$ cat src/u8d_pkg.sv
// ----------------------------------------------------------------------------
// u8d_pkg: shared types and constants of the UTF-8 code point decoder
// Byte classification masks, status codes and the result record that travels
// from the decode core to the result register.
// ----------------------------------------------------------------------------
package u8d_pkg;

	localparam int unsigned CP_W = 21;

	// Result status codes.
	typedef enum logic [1:0] {
		STATUS_OK        = 2'd0,
		STATUS_BAD_LEAD  = 2'd1,
		STATUS_BAD_CONT  = 2'd2,
		STATUS_TRUNCATED = 2'd3
	} status_t;

	// Lead and continuation byte masks and patterns.
	localparam logic [7:0] ASCII_LIMIT  = 8'h80;
	localparam logic [7:0] LEAD2_MASK   = 8'hE0;
	localparam logic [7:0] LEAD2_PAT    = 8'hC0;
	localparam logic [7:0] LEAD2_BITS   = 8'h1F;
	localparam logic [7:0] LEAD3_MASK   = 8'hF0;
	localparam logic [7:0] LEAD3_PAT    = 8'hE0;
	localparam logic [7:0] LEAD3_BITS   = 8'h0F;
	localparam logic [7:0] LEAD4_MASK   = 8'hF8;
	localparam logic [7:0] LEAD4_PAT    = 8'hF0;
	localparam logic [7:0] LEAD4_BITS   = 8'h07;
	localparam logic [7:0] CONT_MASK    = 8'hC0;
	localparam logic [7:0] CONT_PAT     = 8'h80;
	localparam logic [7:0] CONT_BITS    = 8'h3F;

	// One decoded result.
	typedef struct packed {
		logic [CP_W-1:0] code_point;
		status_t         status;
		logic            last_of_text;
	} result_t;

endpackage

$ cat src/u8d_if.sv
// ----------------------------------------------------------------------------
// u8d_if: stream channels of the UTF-8 code point decoder
// A byte channel into the decoder and a code point channel out of it, each
// with a valid/ready handshake.
// ----------------------------------------------------------------------------
interface u8d_byte_if;
	logic       valid;
	logic       ready;
	logic [7:0] data_byte;
	logic       end_of_text;

	modport source (output valid, output data_byte, output end_of_text, input ready);
	modport sink   (input valid, input data_byte, input end_of_text, output ready);
endinterface

interface u8d_point_if;
	logic        valid;
	logic        ready;
	logic [20:0] code_point;
	logic [1:0]  status;
	logic        last_of_text;

	modport source (output valid, output code_point, output status, output last_of_text,
		input ready);
	modport sink   (input valid, input code_point, input status, input last_of_text,
		output ready);
endinterface

$ cat src/utf8_code_point_decoder_unit.sv
// ----------------------------------------------------------------------------
// utf8_code_point_decoder_unit: streaming UTF-8 to code point decoder
// Registers each text byte, decodes it against the running sequence state
// and registers the code point and status when a sequence completes.
// ----------------------------------------------------------------------------
//  channel  | dir | payload                                  | per transaction
//  ---------+-----+------------------------------------------+----------------
//  bytes    | in  | data_byte[7:0], end_of_text              | one text byte
//  points   | out | code_point[20:0], status[1:0], last_of_t | zero or one result
//
//  One byte is accepted per cycle unless the output stalls; the byte that
//  completes a result passes the input register, then the result register.
//  The loop through the sequence state register sets that rate.
//  A result held by a stalled sink stops the byte register, and ready drops
//  only when both registers are full and the sink is not ready.
//  Reset clears both valid flags and returns the decoder to idle.
module utf8_code_point_decoder_unit (
	input  logic               clk,
	input  logic               arst_n,
	u8d_byte_if.sink           bytes,
	u8d_point_if.source        points
);

	logic             valid_s1;
	logic [7:0]       byte_s1;
	logic             eot_s1;
	logic             valid_s2;
	u8d_pkg::result_t res_s2;

	logic             res_valid;
	u8d_pkg::result_t res;
	logic             out_free;
	logic             adv_s1;

	// Stage 1 moves on whenever the result register can take its outcome.
	assign out_free     = !valid_s2 || points.ready;
	assign adv_s1       = valid_s1 && out_free;
	assign bytes.ready  = !valid_s1 || out_free;

	// Input byte register.
	always_ff @(posedge clk or negedge arst_n) begin
		if (!arst_n) begin
			valid_s1 <= 1'b0;
		end else if (bytes.ready) begin
			valid_s1 <= bytes.valid;
		end
	end

	always_ff @(posedge clk) begin
		if (bytes.ready && bytes.valid) begin
			byte_s1 <= bytes.data_byte;
			eot_s1  <= bytes.end_of_text;
		end
	end

	// Decode core with the sequence state.
	u8d_core u_core (
		.clk         (clk),
		.arst_n      (arst_n),
		.step_en     (adv_s1),
		.data_byte   (byte_s1),
		.end_of_text (eot_s1),
		.res_valid   (res_valid),
		.res         (res)
	);

	// Result register.
	always_ff @(posedge clk or negedge arst_n) begin
		if (!arst_n) begin
			valid_s2 <= 1'b0;
		end else if (out_free) begin
			valid_s2 <= adv_s1 && res_valid;
		end
	end

	always_ff @(posedge clk) begin
		if (adv_s1 && res_valid) begin
			res_s2 <= res;
		end
	end

	assign points.valid        = valid_s2;
	assign points.code_point   = res_s2.code_point;
	assign points.status       = res_s2.status;
	assign points.last_of_text = res_s2.last_of_text;

	// Any error result carries a zero code point.
	a_err_zero: assert property (@(posedge clk) disable iff (!arst_n)
		(valid_s2 && res_s2.status != u8d_pkg::STATUS_OK) |-> (res_s2.code_point == '0))
		else $error("error result with nonzero code point");

	// A truncated result always marks the end of the text.
	a_trunc_last: assert property (@(posedge clk) disable iff (!arst_n)
		(valid_s2 && res_s2.status == u8d_pkg::STATUS_TRUNCATED) |-> res_s2.last_of_text)
		else $error("truncated result without end of text");

	// An empty byte register never blocks the input.
	a_empty_ready: assert property (@(posedge clk) disable iff (!arst_n)
		!valid_s1 |-> bytes.ready)
		else $error("input stalled with empty byte register");

	// A stalled result cannot be overwritten by a new byte's outcome.
	a_hold: assert property (@(posedge clk) disable iff (!arst_n)
		(valid_s2 && !points.ready) |=> (valid_s2 && res_s2 == $past(res_s2)))
		else $error("pending result overwritten");

endmodule

$ cat src/u8d_core.sv
// ----------------------------------------------------------------------------
// u8d_core: sequence state and single-byte decode step
// Holds the continuation count, the partial code point and the bad
// continuation mark, and decides per byte whether a result is due.
// ----------------------------------------------------------------------------
module u8d_core (
	input  logic             clk,
	input  logic             arst_n,
	input  logic             step_en,
	input  logic [7:0]       data_byte,
	input  logic             end_of_text,
	output logic             res_valid,
	output u8d_pkg::result_t res
);

	logic [1:0]                 owed_q;
	logic [u8d_pkg::CP_W-1:0]   part_q;
	logic                       bad_q;

	logic [1:0]                 owed_d;
	logic [u8d_pkg::CP_W-1:0]   part_d;
	logic                       bad_d;
	logic [u8d_pkg::CP_W-1:0]   shifted;
	logic                       bad_acc;
	logic [1:0]                 owed_dec;

	// Continuation path values, used whenever bytes are owed.
	assign shifted  = {part_q[u8d_pkg::CP_W-7:0], data_byte[5:0]};
	assign bad_acc  = bad_q | ((data_byte & u8d_pkg::CONT_MASK) != u8d_pkg::CONT_PAT);
	assign owed_dec = owed_q - 2'd1;

	// Decode one byte against the current sequence state.
	always_comb begin
		owed_d           = owed_q;
		part_d           = part_q;
		bad_d            = bad_q;
		res_valid        = 1'b0;
		res.code_point   = '0;
		res.status       = u8d_pkg::STATUS_OK;
		res.last_of_text = end_of_text;
		if (owed_q == 2'd0) begin
			priority if (data_byte < u8d_pkg::ASCII_LIMIT) begin
				res_valid      = 1'b1;
				res.code_point = {{(u8d_pkg::CP_W-8){1'b0}}, data_byte};
			end else if ((data_byte & u8d_pkg::LEAD2_MASK) == u8d_pkg::LEAD2_PAT) begin
				owed_d = 2'd1;
				part_d = {{(u8d_pkg::CP_W-8){1'b0}}, data_byte & u8d_pkg::LEAD2_BITS};
				bad_d  = 1'b0;
			end else if ((data_byte & u8d_pkg::LEAD3_MASK) == u8d_pkg::LEAD3_PAT) begin
				owed_d = 2'd2;
				part_d = {{(u8d_pkg::CP_W-8){1'b0}}, data_byte & u8d_pkg::LEAD3_BITS};
				bad_d  = 1'b0;
			end else if ((data_byte & u8d_pkg::LEAD4_MASK) == u8d_pkg::LEAD4_PAT) begin
				owed_d = 2'd3;
				part_d = {{(u8d_pkg::CP_W-8){1'b0}}, data_byte & u8d_pkg::LEAD4_BITS};
				bad_d  = 1'b0;
			end else begin
				res_valid  = 1'b1;
				res.status = u8d_pkg::STATUS_BAD_LEAD;
			end
			// A lead byte that ends the text leaves the sequence cut short.
			if (!res_valid && end_of_text) begin
				owed_d     = 2'd0;
				part_d     = '0;
				bad_d      = 1'b0;
				res_valid  = 1'b1;
				res.status = u8d_pkg::STATUS_TRUNCATED;
			end
		end else begin
			owed_d = owed_dec;
			part_d = shifted;
			bad_d  = bad_acc;
			if (owed_dec == 2'd0) begin
				owed_d    = 2'd0;
				part_d    = '0;
				bad_d     = 1'b0;
				res_valid = 1'b1;
				if (bad_acc) begin
					res.status = u8d_pkg::STATUS_BAD_CONT;
				end else begin
					res.code_point = shifted;
				end
			end else if (end_of_text) begin
				owed_d     = 2'd0;
				part_d     = '0;
				bad_d      = 1'b0;
				res_valid  = 1'b1;
				res.status = u8d_pkg::STATUS_TRUNCATED;
			end
		end
	end

	// Sequence state advances once per processed byte.
	always_ff @(posedge clk or negedge arst_n) begin
		if (!arst_n) begin
			owed_q <= 2'd0;
			part_q <= '0;
			bad_q  <= 1'b0;
		end else if (step_en) begin
			owed_q <= owed_d;
			part_q <= part_d;
			bad_q  <= bad_d;
		end
	end

endmodule
$ cat src/flat_wrapper.sv
// flat-port wrapper written by rule: the top's interface ports become plain ports
module utf8_code_point_decoder_unit_flat 
  (clk, arst_n, bytes_valid, bytes_data_byte, bytes_end_of_text, bytes_ready, points_valid, points_code_point, points_status, points_last_of_text, points_ready);
  u8d_byte_if bytes_i ();
  u8d_point_if points_i ();
  input  logic clk;
  input  logic arst_n;
  input wire logic [$bits(bytes_i.valid)-1:0] bytes_valid;
  input wire logic [$bits(bytes_i.data_byte)-1:0] bytes_data_byte;
  input wire logic [$bits(bytes_i.end_of_text)-1:0] bytes_end_of_text;
  output wire logic [$bits(bytes_i.ready)-1:0] bytes_ready;
  output wire logic [$bits(points_i.valid)-1:0] points_valid;
  output wire logic [$bits(points_i.code_point)-1:0] points_code_point;
  output wire logic [$bits(points_i.status)-1:0] points_status;
  output wire logic [$bits(points_i.last_of_text)-1:0] points_last_of_text;
  input wire logic [$bits(points_i.ready)-1:0] points_ready;
  assign bytes_i.valid = bytes_valid;
  assign bytes_i.data_byte = bytes_data_byte;
  assign bytes_i.end_of_text = bytes_end_of_text;
  assign bytes_ready = bytes_i.ready;
  assign points_valid = points_i.valid;
  assign points_code_point = points_i.code_point;
  assign points_status = points_i.status;
  assign points_last_of_text = points_i.last_of_text;
  assign points_i.ready = points_ready;
  utf8_code_point_decoder_unit u_core (.clk(clk), .arst_n(arst_n), .bytes(bytes_i), .points(points_i));
endmodule
$ cat config.mk
export PLATFORM = sky130hd
export DESIGN_NAME = utf8_code_point_decoder_unit_flat
export DESIGN_NICKNAME = d
export VERILOG_FILES = /design/src/u8d_pkg.sv /design/src/u8d_if.sv /design/src/utf8_code_point_decoder_unit.sv /design/src/u8d_core.sv /design/src/flat_wrapper.sv
export SDC_FILE = /design/constraint.sdc
export NUM_CORES = 1
export LEC_CHECK = 0
export ABC_AREA = 1
export BUFFER_PORTS_ARGS = -buffer_cell sky130_fd_sc_hd__buf_2
export CORE_ASPECT_RATIO = 0.8
export CORE_MARGIN = 10
export CORE_UTILIZATION = 40
export CTS_BUF_LIST = sky130_fd_sc_hd__clkbuf_16
export DETAILED_ROUTE_END_ITERATION = 8
export PLACE_DENSITY_LB_ADDON = 0.12
export SLEW_MARGIN = 20
export SYNTH_ARGS = -nofsm -noshare
export SYNTH_HDL_FRONTEND = slang
export SYNTH_SLANG_ARGS = --single-unit
$ cat constraint.sdc
create_clock -name clk -period 7.6 [get_ports clk]
set_input_delay 0 -clock clk [delete_from_list [all_inputs] [get_ports clk]]
set_output_delay 0 -clock clk [all_outputs]
set_load 0.01 [all_outputs]
==> results of run 1 <==
==> flip-flops by register name, indices dropped and copies added (netlist names) <==
register                    cells
u_core.points.last_of_text      1
u_core.valid_s1                 1
u_core.points.status            2
u_core.u_core.bad_q             1
u_core.eot_s1                   1
u_core.u_core.owed_q            2
u_core.points.code_point       21
u_core.u_core.part_q           15
u_core.byte_s1                  8
u_core.points.valid             1
==> final timing paths <==
| kind | start | slack (ns) | to |
|---|---|---|---|
| setup / recovery | u_core.u_core.owed_q[0] | 5.33 | u_core.points.code_point[13] |
| hold / removal | arst_n | 0.19 | u_core.u_core.part_q[9] |
| setup reg to reg | u_core.u_core.owed_q[0] | 5.33 | u_core.points.code_point[13] |
| hold reg to reg | u_core.u_core.owed_q[1] | 0.48 | u_core.u_core.owed_q[1] |
| max in group asynchronous | arst_n | 7.09 | u_core.u_core.part_q[2] |
| min in group clk | bytes_end_of_text | 0.41 | u_core.eot_s1 |
==> report_power, final <==
part | internal [mW] | switching [mW] | leakage, nW
Sequential | 0.392 | 0.0335 | 0.585
Combinational | 0.0820 | 0.174 | 0.595
Clock | 0.125 | 0.103 | 0.0751
==> what timing repair did <==
action / 4_1_cts / 5_1_grt
gates resized for setup: 0 / 0
endpoints found under the setup margin: 0 / 0
hold buffers: 12 / 0
hold endpoints to repair: 31 / 0
==> stage by stage <==
step | total power, mW | setup slack [ns] | std cells
after floorplan | 0.610 | 5.01 | 213
after global placement | 0.686 | 5.40 | 312
after detailed placement | 0.688 | 5.32 | 312
after CTS | 0.923 | 5.30 | 332
after global routing | 0.978 | 5.19 | 332
final | 0.909 | 5.33 | 332
==> cell usage in the layout (no fill, tap or decap) <==
cell type and count:
a31oi_2 1, buf_4 1, buf_2 38, nand4_1 1, nand3_2 1, nor2_2 1
edfxtp_1 33, inv_6 2, inv_2 3, inv_1 30, a21oi_4 1, nand2_1 50
dfrtp_1 20, nor2_1 30, o21ai_0 5, clkinv_2 1, inv_4 1, nand3b_1 1
nand3_1 23, ha_1 2, dlygate4sd3_1 12, nand2_2 3, clkbuf_16 5, a21oi_1 2
==> kinds of logic after synthesis <==
group | count (synthesis)
compound gates | 9
fa+ha+maj | 2
buf+inv | 39
flops | 53
simple gates | 110
==> final cells by class <==
class	instances	area (sq um)	area share [%]
Tap cell	65	81.3	2.99
Timing Repair Buffer	51	318	11.7
Multi-Input combinational cell	121	553	20.3
Clock buffer	5	125	4.60
Sequential cell	53	1490	54.8
Inverter	34	129	4.74
Clock inverter	3	23.8	0.874
==> worst max-delay path, cell delays in order, from the launching register on <==
cell and delay, ns:
dfrtp_1 0.37, inv_1 0.06, ha_1 0.28, inv_2 0.15, nand2_2 0.11, a31oi_2 0.63, buf_4 0.35
==> layer usage <==
metal	vias to the layer above	wire (um)	track usage [%]	share of wire [%]
met1	708	2070	13.2	48
met4	0	47	3.78	1.1
met3	4	272	3.66	6.3
met5	-	0	0	0
li1	786	-	-	-
met2	31	1950	16.6	45
==> flow_summary.ini, run 1 <==
[detailed_routing]
antenna_left = 0
vias_per_cell = 4.61
dr.pass1.iters = 4
drt-total-wl_mm = 4.34
vias = 1529
wl_per_cell_um = 13.1
initialDrtViolationCount = 66
drc = 0

[die]
rows = 24
ios = 39
initial_core_util_pct = 40.9
die_area_sq_um = 8920
die_h_um = 86.5
core_area_sq_um = 5410
die_w_um = 103

[synthesis]
synthTopCellsByCount = nand2_1, edfxtp_1, inv_1, nor2_1, nand3_1
synth_compound_area_share_pct = 2.60
muxShareOfSynthArea_pct = 0
syn_nets = 228
ys_seq_area_share_pct = 67.5
synth_cell_types = 22
ys_ff_latch = 53
syn_area_per_cell_sq_um = 10.4
synthAdderAreaFrac_pct = 1.13
yosysWarnings = 0
synthTopCellsByArea = edfxtp_1, dfrtp_1, nand2_1
ys.flop_type = edfxtp_1
synth-simple-area-share_pct = 21.0
yosysMostFrequentCell = nand2_1
synth_top_family_by_area = simple AND/OR/NAND/NOR gates
yosysTopAreaCell = edfxtp_1
synth_edf_count = 33
synth_cells = 213
synth-xor-area-share_pct = 0
synthArstFlopShare_pct = 37.7
synth_area_sq_um = 2210
yosys.area.top_type_share_pct = 44.8

[timing]
setup_viol = 0
hold_viol_final = 0
fin_crit_ns = 2.27
rsz0062_at_grt = no
fin_crit_sh_pct = 29.9
fmax_mhz = 440
clock_skew_ns = 0.00566
tns_ns = 0
slew-limit-headroom_pct = 51.9
fin_hold_ws_ns = 0.189
maxSlewViolCount = 0
worst_pin_slew_ns = 0.719

[grt]
grt_pass1_wl_mm = 7.36
gr-usage-all-layers_pct = 10.6
antenna_found_initial = 0
grt_pass1_vias = 1524
grt_max_degree = 21
grt-ovfl-total = 0

[setup_path]
cp.required_ns = 7.58
reg2regPathDepth = 6
path_max_fanout = 14
worstSetupPathType = reg2reg
startpoint_type = flop
worstPathArrival_ns = 2.26
cp-end-kind = flop

[clock_network]
h-tree-depth = 2
cts_tree = yes
path_clk_slew_ns = 0.07
cts_root_buffer = clkbuf_16
clk_path_buf_depth = 2
cts-buffers-inserted = 5
clock_sink_count = 53
clk_latency_ns = 0.29
cts_setup_buffers = 0

[final_layout]
diodes = 0
fillers = 514
drive_gt1_share_pct = 21.7
nNetsFinal = 281
stdcell_area_sq_um = 2720
final_util_pct = 50.3
area_growth_pct = 23.1

[pwr]
leakagePower_nw = 1.26
irDropWorstVdd_mv = 0.149
powerDensity_nw_per_um2 = 334

[hold_path]
holdCritPathClass = in2async

[place]
dp_hpwl_mm = 3.17
dpl-instance-area_sq_um = 2450
gp_congestion = 0.907
portBuffers = 38

[outcome]
status = complete, no violations

[job]
drv_cap = 0
(Power assumes the default switching activity.)
==> run 2, diff against run 1 <==
Clock period 7.6 ns to 2.25 ns, I/O delays scaled along.
==> run 2 against run 1 <==
  * Total power increased to 3.3 times the previous value
  * Routed wire length increased by 0.16%
  * Clock-buffer cell count unchanged
  * Via count increased by 0.20%
  * Core utilization increased by 0.12 points
  * Critical path type unchanged
  * Largest power group unchanged
==> flow_summary.ini, run 2 (synthesis results as in run 1) <==
[setup_path]
cp.required_ns = 2.23
worstSetupPathType = reg2reg
crit_slowest_cell = dfrtp_1
max_stage_delay_ns = 0.37
path_max_fanout = 16
worstPathArrival_ns = 1.74
cp-end-kind = flop
startpoint_type = flop
path_cells = inv_1, ha_1, inv_2, nand2_2, a31oi_2, buf_4

[final_layout]
largest_register_ffs = 21
seq_area_sq_um = 1490
diodes = 0
multiInputGateArea_sq_um = 553
drive_gt1_share_pct = 21.6
final_util_pct = 50.5
layout_commonest_cell = nand2_1
final_cell_mix = nand2_1, buf_2, edfxtp_1, inv_1, nor2_1
area_growth_pct = 23.4
nNetsFinal = 283
fillers = 507
stdcell_area_sq_um = 2730

[grt]
grt_pass1_wl_mm = 7.56
gr-usage-all-layers_pct = 10.8
grt_pass1_vias = 1560
grt_max_degree = 21
grt-ovfl-total = 0
antenna_found_initial = 0

[pwr]
p_sw_share_pct = 33.6
cell_internal_pwr_mw = 2.02
powerDensity_nw_per_um2 = 1120
combPwrFrac_pct = 28.6
seqPwrFrac_pct = 47.5
power_mw = 3.04
irDropWorstVdd_mv = 0.525
clockPowerShare_pct = 23.9
p_switching_mw = 1.02
leakagePower_nw = 1.26

[detailed_routing]
initialDrtViolationCount = 80
antenna_left = 0
wl_per_cell_um = 13.0
vias = 1532
drc = 0
dr.pass1.iters = 4
vias_per_cell = 4.59
drt-total-wl_mm = 4.35

[timing]
worst_pin_slew_ns = 0.460
fin_crit_ns = 1.76
fin_crit_sh_pct = 78.1
setup_viol = 0
fmax_mhz = 569
rsz0062_at_grt = no
maxSlewViolCount = 0
fin_ws_ns = 0.492
slew-limit-headroom_pct = 69.3
clock_skew_ns = 0.00614
hold_viol_final = 0
tns_ns = 0

[clock_network]
cts_setup_buffers = 0
path_clk_slew_ns = 0.06
cts_tree = yes
cts_root_buffer = clkbuf_16
h-tree-depth = 2
clk_path_buf_depth = 2
clk_latency_ns = 0.29
cts-buffers-inserted = 5
clock_sink_count = 53

[outcome]
status = complete, no violations

[die]
die_h_um = 86.5
rows = 24
initial_core_util_pct = 40.9
core_area_sq_um = 5410
die_area_sq_um = 8920
die_w_um = 103
ios = 39

[place]
dpl-instance-area_sq_um = 2470
place_ws_ns = 0.489
gp_congestion = 0.835
portBuffers = 38
dp_hpwl_mm = 3.17

[job]
drv_cap = 0

[hold_path]
holdCritPathClass = in2async
run 2: cell types whose count changed in the layout (fill, tap and decap cells not counted), sizes merged:
| cell | before | now |
|---|---|---|
| inv | 36 | 34 |
| clkinvlp | 0 | 1 |
| clkinv | 1 | 2 |
| buf | 39 | 41 |
run 2: metal layers:
layer	global-route usage [%]	wire [um]	part of all wire (%)
met1	13.9	2090	48
met2	16.8	1940	45
met3	3.34	264	6.1
met4	3.78	59	1.4
met5	0	0	0
run 2: worst paths after layout:
path	endpoint	startpoint	slack [ns]	depth (start not counted)
hold / removal	u_core.u_core.part_q[13]	arst_n	0.20	2
min in group clk	u_core.byte_s1[0]	bytes_data_byte[0]	0.42	2
setup reg to reg	u_core.points.code_point[9]	u_core.u_core.owed_q[0]	0.49	6
max in group asynchronous	u_core.u_core.part_q[8]	arst_n	1.73	2
setup / recovery	u_core.points.code_point[9]	u_core.u_core.owed_q[0]	0.49	6
hold reg to reg	u_core.u_core.owed_q[1]	u_core.u_core.owed_q[1]	0.48	2
run 2: power groups by stage:
stage	Combinational [mW]	Clock [mW]	Sequential, mW
4_1_cts	0.895	0.749	1.45
6_report	0.871	0.728	1.45
3_5_place_dp	0.877	0	1.46
3_3_place_gp	0.868	0	1.46
5_1_grt	1.00	0.784	1.48
2_1_floorplan	0.560	0	1.51
run 2: critical path: cells and delay by family, from the launching register on:
| kind | cells | cell delay (ns) |
|---|---|---|
| compound gates | 1 | 0.22 |
| flops | 1 | 0.37 |
| simple gates | 1 | 0.10 |
| fa+ha+maj | 1 | 0.28 |
| buf+inv | 3 | 0.47 |
run 2: metrics by stage:
| step | hold slack, ns | std cells |
|---|---|---|
| 2_1_floorplan | -0.296 | 213 |
| 3_3_place_gp | -0.0188 | 314 |
| 3_5_place_dp | -0.0208 | 314 |
| 4_1_cts | 0.208 | 334 |
| 5_1_grt | 0.235 | 334 |
| 6_report | 0.196 | 334 |
run 2: layout make-up:
cell class,instances,area share (%)
clock inverter,3,0.550
sequential,53,54.7
inverter,34,4.72
timing repair buffer,53,12.2
multi-input combinational,121,20.3
tap,65,2.98
clock buffer,5,4.59
run 2: timing repair:
action / CTS / global route
hold endpoints to repair: 31 / 0
hold buffers: 12 / 0
endpoints found under the setup margin: 0 / 0
gates resized for setup: 0 / 0
